--- config.mk ---
export PLATFORM = sky130hd
export DESIGN_NAME = intake_mode_color_sort_controller_unit
export DESIGN_NICKNAME = d
export VERILOG_FILES = /design/src/rtl/imcs_pkg.sv /design/src/rtl/imcs_step.sv /design/src/rtl/intake_mode_color_sort_controller_unit.sv
export SDC_FILE = /design/constraint.sdc
export NUM_CORES = 1
export LEC_CHECK = 0
export ABC_AREA = 1
export BUFFER_PORTS_ARGS = -buffer_cell sky130_fd_sc_hd__clkbuf_2
export CORE_MARGIN = 2
export CORE_UTILIZATION = 45
export DETAILED_ROUTE_END_ITERATION = 8
export HOLD_SLACK_MARGIN = 0.1
export PLACE_DENSITY_LB_ADDON = 0.12
export REMOVE_ABC_BUFFERS = 1
export SETUP_SLACK_MARGIN = 0.05
export SKIP_LAST_GASP = 1
export SYNTH_ARGS = -nofsm -noshare
export SYNTH_HDL_FRONTEND = slang
export SYNTH_HIERARCHICAL = 1
export SYNTH_SLANG_ARGS = --single-unit
export TNS_END_PERCENT = 30
--- constraint.sdc ---
create_clock -name clk_i -period 4.25 [get_ports clk_i]
set_input_delay 0.6375 -clock clk_i [delete_from_list [all_inputs] [get_ports clk_i]]
set_output_delay 0.6375 -clock clk_i [all_outputs]
set_load 0.01 [all_outputs]
--- src/rtl/imcs_pkg.sv ---
// Shared types, constants and helper functions for the intake mode and color sort controller.
package imcs_pkg;

  typedef enum logic [2:0] {
    MODE_OFF     = 3'd0,
    MODE_FORWARD = 3'd1,
    MODE_REVERSE = 3'd2,
    MODE_HIGH    = 3'd3,
    MODE_MIDDLE  = 3'd4
  } mode_e;

  localparam int unsigned CfgIdxW = 3;

  localparam logic [CfgIdxW-1:0] CFG_ALLIANCE_BLUE = 3'd0;
  localparam logic [CfgIdxW-1:0] CFG_SORT_ENABLE   = 3'd1;
  localparam logic [CfgIdxW-1:0] CFG_PROX_THRESH   = 3'd2;
  localparam logic [CfgIdxW-1:0] CFG_SAMPLE_PERIOD = 3'd3;
  localparam logic [CfgIdxW-1:0] CFG_COUNTER_LIMIT = 3'd4;
  localparam logic [CfgIdxW-1:0] CFG_TRIP_LEVEL    = 3'd5;

  localparam logic [7:0] RST_PROX_THRESH   = 8'd35;
  localparam logic [3:0] RST_SAMPLE_PERIOD = 4'd3;
  localparam logic [3:0] RST_COUNTER_LIMIT = 4'd10;
  localparam logic [3:0] RST_TRIP_LEVEL    = 4'd5;

  localparam logic [8:0] HUE_RED_LO  = 9'd300;
  localparam logic [8:0] HUE_RED_HI  = 9'd360;
  localparam logic [8:0] HUE_BLUE_LO = 9'd215;
  localparam logic [8:0] HUE_BLUE_HI = 9'd250;

  localparam logic [4:0] CNT_STEP_UP   = 5'd4;
  localparam logic [3:0] CNT_STEP_DOWN = 4'd3;

  localparam logic signed [7:0] SPEED_FULL     = 8'sd127;
  localparam logic signed [7:0] SPEED_HALF     = 8'sd64;
  localparam logic signed [7:0] SPEED_REV_MID  = 8'sd100;
  localparam logic signed [7:0] SPEED_FULL_REV = -8'sd127;
  localparam logic signed [7:0] SPEED_HALF_REV = -8'sd64;
  localparam logic signed [7:0] SPEED_ZERO     = 8'sd0;

  typedef struct packed {
    logic       button_high_goal;
    logic       button_middle_goal;
    logic       button_forward;
    logic       button_reverse;
    logic       autonomous;
    logic [7:0] proximity;
    logic [8:0] hue;
  } in_word_t;

  typedef struct packed {
    logic [2:0]        intake_mode;
    logic signed [7:0] intake_speed;
    logic signed [7:0] middle_roller_speed;
    logic signed [7:0] top_roller_speed;
    logic              middle_goal_valve;
    logic              sensor_led_on;
  } out_word_t;

  typedef struct packed {
    logic       alliance_blue;
    logic       sort_enable;
    logic [7:0] proximity_threshold;
    logic [3:0] sample_period;
    logic [3:0] counter_limit;
    logic [3:0] trip_level;
  } cfg_t;

  typedef struct packed {
    mode_e      mode;
    logic [3:0] prev_buttons;
    logic [3:0] sort_counter;
    logic [3:0] sample_phase;
    logic       led;
    logic       valve;
  } state_t;

  function automatic mode_e toggle_mode(input mode_e cur, input mode_e target);
    toggle_mode = (cur == target) ? MODE_OFF : target;
  endfunction

endpackage

--- src/rtl/imcs_step.sv ---
// Next-state and result logic for one control tick of the intake controller.
module imcs_step import imcs_pkg::*; (
  input  cfg_t      cfg_i,
  input  state_t    state_i,
  input  in_word_t  word_i,
  output state_t    state_o,
  output out_word_t result_o
);

  logic [3:0] now;
  logic [3:0] rise;
  mode_e      m1, m2, m3, m4;
  logic [3:0] period;
  logic [4:0] phase_inc;
  logic       sample;
  logic       present;
  logic       opposite;
  logic [4:0] cnt_up;
  logic [3:0] cnt_rise;
  logic [3:0] cnt_fall;
  logic [3:0] cnt_next;
  logic       sorting;

  assign now  = {word_i.button_reverse, word_i.button_forward,
                 word_i.button_middle_goal, word_i.button_high_goal};
  assign rise = now & ~state_i.prev_buttons;

  assign m1 = rise[0] ? toggle_mode(state_i.mode, MODE_HIGH) : state_i.mode;
  assign m2 = rise[1] ? toggle_mode(m1, MODE_MIDDLE) : m1;
  assign m3 = rise[2] ? toggle_mode(m2, MODE_FORWARD) : m2;
  assign m4 = rise[3] ? toggle_mode(m3, MODE_REVERSE) : m3;

  assign period    = (cfg_i.sample_period == 4'd0) ? 4'd1 : cfg_i.sample_period;
  assign sample    = (state_i.sample_phase == 4'd0);
  assign phase_inc = {1'b0, state_i.sample_phase} + 5'd1;

  assign present = word_i.proximity > cfg_i.proximity_threshold;

  always_comb begin
    if (!present) begin
      opposite = 1'b0;
    end else if (word_i.hue >= HUE_RED_LO && word_i.hue <= HUE_RED_HI) begin
      opposite = cfg_i.alliance_blue;
    end else if (word_i.hue >= HUE_BLUE_LO && word_i.hue <= HUE_BLUE_HI) begin
      opposite = ~cfg_i.alliance_blue;
    end else begin
      opposite = 1'b0;
    end
  end

  assign cnt_up   = {1'b0, state_i.sort_counter} + CNT_STEP_UP;
  assign cnt_rise = (cnt_up < {1'b0, cfg_i.counter_limit}) ? cnt_up[3:0]
                                                           : cfg_i.counter_limit;
  assign cnt_fall = (state_i.sort_counter > CNT_STEP_DOWN)
                    ? state_i.sort_counter - CNT_STEP_DOWN : 4'd0;

  assign sorting = cfg_i.sort_enable && (m4 == MODE_FORWARD);

  always_comb begin
    if (!sorting) begin
      cnt_next = 4'd0;
    end else if (sample) begin
      cnt_next = opposite ? cnt_rise : cnt_fall;
    end else begin
      cnt_next = state_i.sort_counter;
    end
  end

  always_comb begin
    state_o.mode         = m4;
    state_o.prev_buttons = now;
    state_o.sort_counter = cnt_next;
    state_o.sample_phase = (phase_inc >= {1'b0, period}) ? 4'd0 : phase_inc[3:0];
    state_o.led          = sorting;
    state_o.valve        = state_i.valve;

    result_o.intake_mode         = m4;
    result_o.intake_speed        = SPEED_ZERO;
    result_o.middle_roller_speed = SPEED_ZERO;
    result_o.top_roller_speed    = SPEED_ZERO;

    unique case (m4)
      MODE_FORWARD: begin
        state_o.valve                = 1'b0;
        result_o.intake_speed        = SPEED_FULL;
        result_o.middle_roller_speed = SPEED_HALF;
        result_o.top_roller_speed    = (cnt_next >= cfg_i.trip_level) ? SPEED_FULL
                                                                      : SPEED_ZERO;
      end
      MODE_REVERSE: begin
        state_o.valve                = 1'b0;
        result_o.intake_speed        = SPEED_FULL_REV;
        result_o.middle_roller_speed = SPEED_REV_MID;
        result_o.top_roller_speed    = SPEED_HALF_REV;
      end
      MODE_HIGH: begin
        state_o.valve                = 1'b0;
        result_o.intake_speed        = SPEED_FULL;
        result_o.middle_roller_speed = SPEED_FULL;
        result_o.top_roller_speed    = SPEED_FULL;
      end
      MODE_MIDDLE: begin
        state_o.valve                = 1'b1;
        result_o.intake_speed        = SPEED_FULL;
        result_o.middle_roller_speed = SPEED_FULL;
        result_o.top_roller_speed    = SPEED_FULL;
      end
      default: begin
      end
    endcase

    result_o.middle_goal_valve = state_o.valve;
    result_o.sensor_led_on     = state_o.led;
  end

endmodule

--- src/rtl/intake_mode_color_sort_controller_unit.sv ---
// Top level of the intake mode and color sort controller with its register file and output buffer.
// A result is registered in the output register, or in the skid entry while the output register is held.
// Throughput: one word per cycle while in_stall_o is low; the state update in imcs_step is combinational.
// A two-entry output buffer lets words keep arriving while a result waits downstream.
// Reset clears the mode, button history, counter, phase, LED, valve and buffer state,
// and loads the register defaults.
module intake_mode_color_sort_controller_unit import imcs_pkg::*; (
  input  logic                clk_i,
  input  logic                rst_ni,
  input  logic                in_valid_i,
  output logic                in_stall_o,
  input  in_word_t            in_word_i,
  output logic                out_valid_o,
  input  logic                out_stall_i,
  output out_word_t           out_word_o,
  input  logic                cfg_valid_i,
  output logic                cfg_ready_o,
  input  logic [CfgIdxW-1:0]  cfg_index_i,
  input  logic [7:0]          cfg_data_i
);

  cfg_t      cfg_q;
  state_t    state_q, state_d;
  out_word_t result;
  out_word_t out_q, skid_q;
  logic      out_valid_q, skid_valid_q;
  logic      in_take, produce, out_take;

  assign cfg_ready_o = 1'b1;
  assign in_stall_o  = skid_valid_q;
  assign in_take     = in_valid_i && !skid_valid_q;
  assign produce     = in_take && !in_word_i.autonomous;
  assign out_take    = out_valid_q && !out_stall_i;
  assign out_valid_o = out_valid_q;
  assign out_word_o  = out_q;

  imcs_step u_step (
    .cfg_i    (cfg_q),
    .state_i  (state_q),
    .word_i   (in_word_i),
    .state_o  (state_d),
    .result_o (result)
  );

  always_ff @(posedge clk_i or negedge rst_ni) begin
    if (!rst_ni) begin
      cfg_q.alliance_blue       <= 1'b0;
      cfg_q.sort_enable         <= 1'b1;
      cfg_q.proximity_threshold <= RST_PROX_THRESH;
      cfg_q.sample_period       <= RST_SAMPLE_PERIOD;
      cfg_q.counter_limit       <= RST_COUNTER_LIMIT;
      cfg_q.trip_level          <= RST_TRIP_LEVEL;
    end else if (cfg_valid_i) begin
      unique case (cfg_index_i)
        CFG_ALLIANCE_BLUE: cfg_q.alliance_blue       <= cfg_data_i[0];
        CFG_SORT_ENABLE:   cfg_q.sort_enable         <= cfg_data_i[0];
        CFG_PROX_THRESH:   cfg_q.proximity_threshold <= cfg_data_i;
        CFG_SAMPLE_PERIOD: cfg_q.sample_period       <= cfg_data_i[3:0];
        CFG_COUNTER_LIMIT: cfg_q.counter_limit       <= cfg_data_i[3:0];
        CFG_TRIP_LEVEL:    cfg_q.trip_level          <= cfg_data_i[3:0];
        default: begin
        end
      endcase
    end
  end

  always_ff @(posedge clk_i or negedge rst_ni) begin
    if (!rst_ni) begin
      state_q.mode         <= MODE_OFF;
      state_q.prev_buttons <= 4'd0;
      state_q.sort_counter <= 4'd0;
      state_q.sample_phase <= 4'd0;
      state_q.led          <= 1'b0;
      state_q.valve        <= 1'b0;
    end else if (produce) begin
      state_q <= state_d;
    end
  end

  always_ff @(posedge clk_i or negedge rst_ni) begin
    if (!rst_ni) begin
      out_valid_q  <= 1'b0;
      skid_valid_q <= 1'b0;
    end else if (skid_valid_q) begin
      if (out_take) begin
        skid_valid_q <= 1'b0;
      end
    end else if (produce) begin
      if (out_valid_q && !out_take) begin
        skid_valid_q <= 1'b1;
      end else begin
        out_valid_q <= 1'b1;
      end
    end else if (out_take) begin
      out_valid_q <= 1'b0;
    end
  end

  always_ff @(posedge clk_i) begin
    if (skid_valid_q) begin
      if (out_take) begin
        out_q <= skid_q;
      end
    end else if (produce) begin
      if (out_valid_q && !out_take) begin
        skid_q <= result;
      end else begin
        out_q <= result;
      end
    end
  end

endmodule

* After elaboration in Yosys (flattened, before gate mapping) *
Cells that the tools add are included.

cells by class
  reductions and logical operators = 27
  equal/unequal tests = 16
  multipliers = 0
  shift operators = 0
  $add $sub $neg = 3
  div/mod/pow operators = 0
  bitwise operators = 4
  magnitude comparators = 9
  multiplexer cells = 32

operator list
  kind                   count
  $mux W29               4
  $pmux W24 S3           1
  $mux W4                7
  $eq A3 B2 Y1 const B   6
  $mux W3                5
  $eq A3 B3 Y1 const B   4
  $reduce_and A2 Y1      6
  $mux W1                11
  $eq A3 B1 Y1 const B   3
  $ge A9 B8 Y1 const B   1
  $ge A9 B9 Y1 const B   1
  $le A9 B8 Y1 const B   1
  $le A9 B9 Y1 const B   1
  $reduce_and A3 Y1      3
  $gt A8 B8 Y1           1
  $logic_not A4 Y1       2
  $logic_and A1 B1 Y1    7
  $mux W7                1
  $add A4 B1 Y5 const B  1
  $add A4 B3 Y5 const B  1
  $ge A5 B4 Y1           1
  $lt A5 B4 Y1           1
  $and A4 B4 Y4          1
  $ge A4 B4 Y1           1
  13 further kinds       20

storage, ports and cells
  memories kept = 0
  logic and storage cells = 116
  register bits = 98
  memory bits (writable) = 0
  bits in latches = 0
  bits in read-only memories = 0
  output and inout port bits = 32

* Depth between registers and ports, before layout *
Gate-level depths: netlist of run 1.

  word-level depth = 21
  mapped depth = 23
  gate-level depth less buffers = 22

* Modules after synthesis *
Netlist of run 1, hierarchy kept.

modules (own cells, without submodules)
  module                                  area an instance (µm²)  times used  seq. area each (µm²)  cells each
  intake_mode_color_sort_controller_unit  3849.9                  1           2780.2                350
  imcs_step                               1599.0                  1           0.0                   288

* Least setup slack after synthesis of run 1 *
No wires, ideal clock.

  path type = in2reg
  start point = input in_word_i[16] (netlist bit)
  end point = register out_q (netlist bit out_word_o[3]), data pin
  setup slack = 1.188 ns
  buffers on the path = 1
  arrival = 2.809 ns
  data required time = 3.998 ns
  stages = 19
  setup time = 0.252 ns
  path through = ha_1 > nand2_1 > a21oi_1 > nor2_1 > a21oi_1 > nand3_2 > and2_0 > nor2_1 > nor2_1 > ha_1 > inv_1 > nor2_1 > o211ai_1 > nand3_1 > nand2_1 > nand2_1 > buf_4 > nand2_1 > nand2_1

RTL lines
  element               line                                           RTL
  start, declared       intake_mode_color_sort_controller_unit.sv:12   input in_word_t in_word_i,
  end signal, assigned  intake_mode_color_sort_controller_unit.sv:102  out_q <= skid_q;
  end signal, assigned  intake_mode_color_sort_controller_unit.sv:108  out_q <= result;
  end, declared         intake_mode_color_sort_controller_unit.sv:25   out_word_t out_q, skid_q;

==> run metrics, run 1 <==
run status finished, final reports clean; cells along the critical path inv_1, fa_1, nor2_1, nand3b_1, nand3_1, nand2_1, nand2_1, nand4_1, nand2_1, nor2_1, nor2_1, ha_1, inv_1, nor2_1, o211ai_1, nand3_1, nand2_1, nand2_1, nand2_1, nand2_1; final setup fails 0; # port buffers 68; Finished Layout Cells 826; initial drt markers 211; total wire length 9995 um; remaining global-route overflow 0; hold slack 454.4 ps; dpl cells 810; largest net degree at the start of global routing 47; die width 113.6 um; Setup crit end kind flop; Least-Margin Pin Slew 1004 ps; unrepaired setup endpoints after global routing false; share of layout cells above drive strength 1 0.1900; Root Driver clkbuf_16; die area 12,900 um^2; Clock Sinks 98; Initial Util 0.4555; Worst EP arrival 3570 ps; Crit Path Max Fanout 12; row cnt 40; CP Data Required Time 4350 ps; Hold Violations, Final 0; cts repair resizes 0; initial antenna violation count 0; via count 3,984; max-slew violations 0; R2R Path End out_word_o[4]$_DFFE_PP_; setup bufs post-CTS 0; core area 11,860 um^2; drt pass-1 iters 6; Num CTS Buffers 9; mapped cell area 5403 um^2; Final TNS setup 0 ps; HP Class primary input to async pin; CP max-delay cell fa_1; max-cap violations 0; Fillers 1,121; f_max 287.8 MHz; dpl ws 700.9 ps; H-tree depth 3; average size of a mapped cell 8.535 um^2; Fin Clk Skew 9.809 ps; PD cells 606.3 nW/um^2; hold_buf cts 0; Final ANT Viol Nets 0; relative slew slack 0.3306; Die H 113.6 um; most frequent cells in the layout nand2_1, inv_1, clkbuf_2, edfxtp_1, nand3_1; final setup margin 775.8 ps; Clk pin slew, worst setup/hold paths 70 ps; delay-heaviest family, CP simple AND/OR/NAND/NOR gates; number of diodes 0; Vias/cell 4.823; Synth Warn # 6; I/O Pins 70; RR Startpoint state_q[8]$_DFFE_PN0P_; CP most frequent cell nand2_1; fin crit share 0.8174; commonest non-fill, non-tap cell in the layout nand2_1; Synth-to-Final Area Change 10.75%; clock buffer depth 2; CTS tree yes; Leakage 3.005 nW; DPL Wire Length 7196 um; CP max stage delay 490 ps; first-pass GRT wire length 17,250 um; Buf+Inv Stages, Crit Path 2; Tmin final 3474 ps; NumNets Final 736; Startpoint Class flop; reg2reg path depth 20; instance count of the mapped netlist 633; VDD IR max 0.0002860 V; CP Class flop to flop; vias in the first global route 3,844; Total GRT Usage 0.1663; DR WL/cell 12.10 um; Worst path depth 20; setup slack, reg-to-reg 780 ps; Residual DRC 0; insertion delay to the later sink of the worst-skew pair 350 ps; routability cong. 0.8903
==> worst max-delay path by stage <==
| stage | endpoint | from | slack, ps |
|---|---|---|---|
| finish | out_word_o[4]$_DFFE_PP_ | state_q[8]$_DFFE_PN0P_ | 780 |
| global route | out_word_o[2]$_DFFE_PP_ | state_q[8]$_DFFE_PN0P_ | 310 |
| CTS | out_word_o[4]$_DFFE_PP_ | state_q[8]$_DFFE_PN0P_ | 720 |
| detailed placement | out_word_o[4]$_DFFE_PP_ | in_word_i[16] | 700 |
| global placement | out_word_o[6]$_DFFE_PP_ | in_word_i[16] | 840 |
| floorplan | out_word_o[0]$_DFFE_PP_ | in_stall_o$_DFF_PN0_ | 740 |
==> layer usage <==
| metal | GRT usage | wire [um] |
|---|---|---|
| met3 | 0.03082 | 403 |
| met5 | 0 | 0 |
| met4 | 0.05935 | 116 |
| met1 | 0.1984 | 4419 |
| met2 | 0.3006 | 5056 |
==> through the flow <==
step	util	area, um^2	power (mW)
2_1_floorplan	-	5122	2.426
3_3_place_gp	0.4791	5683	2.792
3_5_place_dp	0.4791	5683	2.839
4_1_cts	0.5044	5983	3.670
5_1_grt	0.5044	5983	3.929
6_report	0.5044	5983	3.627
==> worst reg2reg max path, delay by kind of cell, from the launching register on <==
family | cells | cell delay [ps]
AND/OR/NAND/NOR | 15 | 1680
adder cells (fa/ha/maj) | 2 | 760
flip-flops | 1 | 440
buffers and inverters | 2 | 220
AO/OA/AOI/OAI | 1 | 150
==> area by class of cell <==
| cell class | instances | area [um^2] | share of cell area |
|---|---|---|---|
| inverter | 75 | 284.0 | 0.04747 |
| multi-input combinational | 419 | 2097 | 0.3505 |
| tap | 147 | 183.9 | 0.03074 |
| sequential | 98 | 2755 | 0.4605 |
| timing repair buffer | 71 | 362.8 | 0.06064 |
| clock buffer | 10 | 229.0 | 0.03827 |
| clock inverter | 6 | 71.32 | 0.01192 |
==> state kept, by name (all words and copies together) (netlist names) <==
signal       cells
out_word_o      29
skid_q          29
in_stall_o       1
cfg_q           22
state_q         16
out_valid_o      1
==> report_power, final <==
part / internal, mW / total (mW) / switching (mW)
Clock: 0.463 / 0.824 / 0.361
Sequential: 1.37 / 1.48 / 0.114
Combinational: 0.444 / 1.32 / 0.879
Power figures use the tool's default switching activity.
==> inputs of run 2 (changes only) <==
- ABC_AREA: 1 -> 0
- clock period: 4.25 -> 3.1 ns (I/O delays scaled with it)
==> run metrics, run 2 <==
Leakage 2.610 nW; Crit Path Max Fanout 8; Least-Margin Pin Slew 1010 ps; CP max stage delay 530 ps; largest net degree at the start of global routing 41; Startpoint Class flop; reg2reg path depth 14; CP most frequent cell mux2_4; first-pass GRT wire length 15,570 um; die width 111.3 um; # port buffers 68; remaining global-route overflow 0; Tmin final 3623 ps; R2R Path End out_word_o[2]$_DFFE_PP_; unrepaired setup endpoints after global routing true; DR WL/cell 14.75 um; CP Data Required Time 3190 ps; final core utilization 0.5421; Root Driver clkbuf_16; share of layout cells above drive strength 1 0.4631; routability cong. 0.7948; core area 11,320 um^2; HP Class primary input to async pin; I/O Pins 70; Setup crit end kind flop; Fin Clk Skew 5.975 ps; Num CTS Buffers 9; f_max 276.0 MHz; Buf+Inv Stages, Crit Path 1; failing checks negative setup slack; CP Class flop to flop; Clk pin slew, worst setup/hold paths 70 ps; instance count of the mapped netlist 398; DPL Wire Length 6560 um; Synth-to-Final Area Change 18.48%; number of diodes 0; Residual DRC 0; die area 12,390 um^2; H-tree depth 3; initial antenna violation count 0; initial drt markers 124; final setup margin -523.5 ps; total wire length 9305 um; delay-heaviest family, CP compound AO/OA/AOI/OAI gates; CP max-delay cell dfstp_2; run status complete, but fails checks; CTS tree yes; most frequent cells in the layout clkbuf_2, edfxtp_1, mux2_2, buf_4, dfrtp_1; Final Instance Area 6137 um^2; Multi-input gate area 2140 um^2; Vias/cell 5.149; setup slack, reg-to-reg -520 ps; insertion delay to the later sink of the worst-skew pair 340 ps; cells along the critical path inv_2, ha_4, a211oi_4, o41ai_4, mux2_4, mux2_4, o21ai_2, ha_1, nand2b_4, a21o_1, a21o_1, a21oi_4, o22ai_4, mux2_4; DP Area 5734 um^2; Initial Util 0.4576; Die H 111.3 um; fin crit share 1.169; mapped cell area 5180 um^2; Hold Violations, Final 0; Clock Sinks 98; vias in the first global route 3,229; Fillers 988; NumNets Final 545; RR Startpoint cfg_q[5]$_DFFE_PN1P_; Overall Power 5.145 mW; commonest non-fill, non-tap cell in the layout clkbuf_2; Final ANT Viol Nets 0; Worst path depth 14; max-cap violations 0; Total GRT Usage 0.1571; row cnt 39; FF+latch area 2755 um^2; PD cells 838.4 nW/um^2; clock buffer depth 2; Worst EP arrival 3720 ps; relative slew slack 0.3267; Synth Warn # 6; average size of a mapped cell 13.01 um^2; VDD IR max 0.0005421 V; final setup fails 14; max-slew violations 0; Final TNS setup -5999 ps; drt pass-1 iters 4; via count 3,249
==> run 2: worst register-to-register path, stage by stage (launching register included) <==
cell      delay (ps)
dfstp_2          530
inv_2             50
ha_4             260
a211oi_4          60
o41ai_4          390
mux2_4           330
mux2_4           290
o21ai_2          150
ha_1             250
nand2b_4         130
a21o_1           150
a21o_1           180
a21oi_4          170
o22ai_4          130
mux2_4           300
==> run 2: stage by stage <==
step                      setup slack (ps)  cells  hold slack, ps
after CTS                           -559.2    631           337.8
after floorplan                     -743.2    361           169.4
after detailed placement            -863.4    614           484.0
final                               -523.5    631           286.2
after global placement              -767.8    614           484.6
after global routing                -652.3    631           355.4
==> run 2: layout make-up <==
| type | instances | area share |
|---|---|---|
| multi-input cells | 238 | 0.3486 |
| flip-flops and latches | 98 | 0.4489 |
| clock inverters | 7 | 0.01325 |
| repair buffers | 111 | 0.1081 |
| inverters | 25 | 0.01529 |
| clock buffers | 9 | 0.03670 |
| well taps | 143 | 0.02915 |
==> run 2: per-layer routing <==
metal  GRT usage  routed length [um]  up-vias
li1            -                   -     1605
met1      0.2010                4205     1575
met2      0.2598                4589       65
met3     0.04046                 417        4
met4     0.05514                  93        0
met5           0                   0        -
==> run 2: worst max-delay path by stage <==
stage / start / endpoint
2_1_floorplan: state_q[8]$_DFFE_PN0P_ / out_word_o[2]$_DFFE_PP_
3_3_place_gp: cfg_q[7]$_DFFE_PN1P_ / out_word_o[2]$_DFFE_PP_
3_5_place_dp: cfg_q[7]$_DFFE_PN1P_ / out_word_o[7]$_DFFE_PP_
4_1_cts: cfg_q[5]$_DFFE_PN1P_ / out_word_o[2]$_DFFE_PP_
5_1_grt: cfg_q[5]$_DFFE_PN1P_ / out_word_o[2]$_DFFE_PP_
6_report: cfg_q[5]$_DFFE_PN1P_ / out_word_o[2]$_DFFE_PP_
==> run 2: power by group <==
| group | leakage (nW) | internal, mW | switching (mW) | total (mW) |
|---|---|---|---|---|
| clock | 0.148 | 0.632 | 0.492 | 1.12 |
| combinational | 1.45 | 0.991 | 0.994 | 1.98 |
| sequential | 1.02 | 1.90 | 0.139 | 2.04 |
| total | 2.61 | 3.52 | 1.63 | 5.15 |
==> run 2: repair_timing <==
item | in CTS | in global routing
hold buffers | 0 | 0
setup endpoints to repair | 14 | 14
pin swaps | 9 | 2
hold endpoints to repair | 0 | 0
gates resized for setup | 12 | 6
buffers inserted | 1 | 0
==> inputs of run 3 (changes only) <==
- ABC_AREA: 0 -> 1
==> run metrics, run 3 (synthesis gave the netlist of run 1 again) <==
run status complete, but fails checks; failing checks negative setup slack; FF+latch area 2755 um^2; share of layout cells above drive strength 1 0.2190; Worst EP arrival 3220 ps; PD cells 826.6 nW/um^2; most frequent cells in the layout nand2_1, clkbuf_2, inv_1, edfxtp_1, nand3_1; total wire length 10,270 um; Fin Clk Skew 7.386 ps; vias in the first global route 3,886; number of diodes 0; die width 113.6 um; CP Data Required Time 3200 ps; CP most frequent cell nand2_1; VDD IR max 0.0002653 V; initial drt markers 249; RR Startpoint cfg_q[7]$_DFFE_PN1P_; HP Class primary input to async pin; Tmin final 3113 ps; Residual DRC 0; unrepaired setup endpoints after global routing true; NumNets Final 751; reg2reg path depth 19; Synth-to-Final Area Change 13.48%; DR WL/cell 12.22 um; # port buffers 68; Fillers 1,094; Setup crit end kind flop; Root Driver clkbuf_16; Die H 113.6 um; Num CTS Buffers 9; via count 4,066; DPL Wire Length 7364 um; die area 12,900 um^2; largest net degree at the start of global routing 46; clock buffer depth 2; final core utilization 0.5169; Initial Util 0.4555; Clk pin slew, worst setup/hold paths 70 ps; core area 11,860 um^2; initial antenna violation count 0; first-pass GRT wire length 17,730 um; Multi-input gate area 2130 um^2; Crit Path Max Fanout 2; cells along the critical path fa_1, nor2_2, nand3b_1, buf_4, nand4_1, nand2_1, nand4_1, nand2_1, nor2_1, nor2_1, ha_1, inv_1, nor2_1, o211ai_1, nand3_1, nand2_2, nand3_2, nand2_1, nand2_1; CP max-delay cell dfstp_2; fin crit share 1.004; insertion delay to the later sink of the worst-skew pair 350 ps; CTS tree yes; remaining global-route overflow 0; I/O Pins 70; drt pass-1 iters 4; Leakage 3.087 nW; relative slew slack 0.3150; Final ANT Viol Nets 0; commonest non-fill, non-tap cell in the layout nand2_1; routability cong. 0.9377; row cnt 40; CP max stage delay 550 ps; CP Class flop to flop; Least-Margin Pin Slew 1027 ps; Startpoint Class flop; Clock Sinks 98; final setup margin -13.49 ps; R2R Path End out_word_o[8]$_DFFE_PP_; max-slew violations 0; Overall Power 5.068 mW; Vias/cell 4.835; Total GRT Usage 0.1736; final setup fails 8; f_max 321.2 MHz; setup slack, reg-to-reg -10 ps; max-cap violations 0; H-tree depth 3; Hold Violations, Final 0
## run 3: metrics by stage
stage,setup TNS [ps],hold slack (ps),worst slack (ps),cell area [um^2],std cells
after detailed placement,-1290,459.7,-130.1,5773,822
after global routing,-3318,339.4,-283.5,6131,841
final,-60.54,285.1,-13.49,6131,841
after global placement,0,452.6,5.519,5773,822
after floorplan,-17740,169.4,-408.1,5122,592
after CTS,0,311.5,50.93,6103,840
## run 3: power breakdown
part | total, mW | leakage, nW | internal (mW) | switching [mW]
Sequential | 2.04 | 1.03 | 1.87 | 0.166
Clock | 1.12 | 0.137 | 0.627 | 0.494
Combinational | 1.91 | 1.92 | 0.683 | 1.22
## run 3: worst max-delay path by stage
stage / start / end / slack (ps) / depth (start not counted)
2_1_floorplan: in_stall_o$_DFF_PN0_ / out_word_o[0]$_DFFE_PP_ / -410 / 3
3_3_place_gp: in_word_i[12] / skid_q[2]$_DFFE_PP_ / 6 / 19
3_5_place_dp: in_word_i[16] / skid_q[6]$_DFFE_PP_ / -130 / 18
4_1_cts: cfg_q[13]$_DFFE_PN1P_ / skid_q[2]$_DFFE_PP_ / 50 / 20
5_1_grt: cfg_q[7]$_DFFE_PN1P_ / out_word_o[8]$_DFFE_PP_ / -280 / 19
6_report: cfg_q[7]$_DFFE_PN1P_ / out_word_o[8]$_DFFE_PP_ / -10 / 19
## run 3: repair_timing
item | in CTS | in global routing
endpoints found under the setup margin | 13 | 14
setup buffers | 2 | 1
hold buffers | 0 | 0
pin swaps | 10 | 6
gates resized for setup | 6 | 6
## run 3: final cells by class
cell class / count / area share
Clock buffer: 10 / 0.03735
Inverter: 75 / 0.04633
Timing Repair Buffer: 86 / 0.07878
Tap cell: 147 / 0.03000
Clock inverter: 6 / 0.01082
Multi-Input combinational cell: 419 / 0.3473
Sequential cell: 98 / 0.4494
## run 3: worst max-delay path, delay by kind of cell, from the launching register on
family	cells	cell delay, ps
buffers and inverters	2	230
flip-flops	1	550
adder cells (fa/ha/maj)	2	700
AND/OR/NAND/NOR	14	1230
AO/OA/AOI/OAI	1	170
## run 3: metal layers
metal,up-vias,track usage,part of all wire
met1,1876,0.2096,0.45
met4,0,0.07561,0.018
li1,2115,-,-
met5,-,0,0
met2,63,0.3066,0.51
met3,12,0.02922,0.028
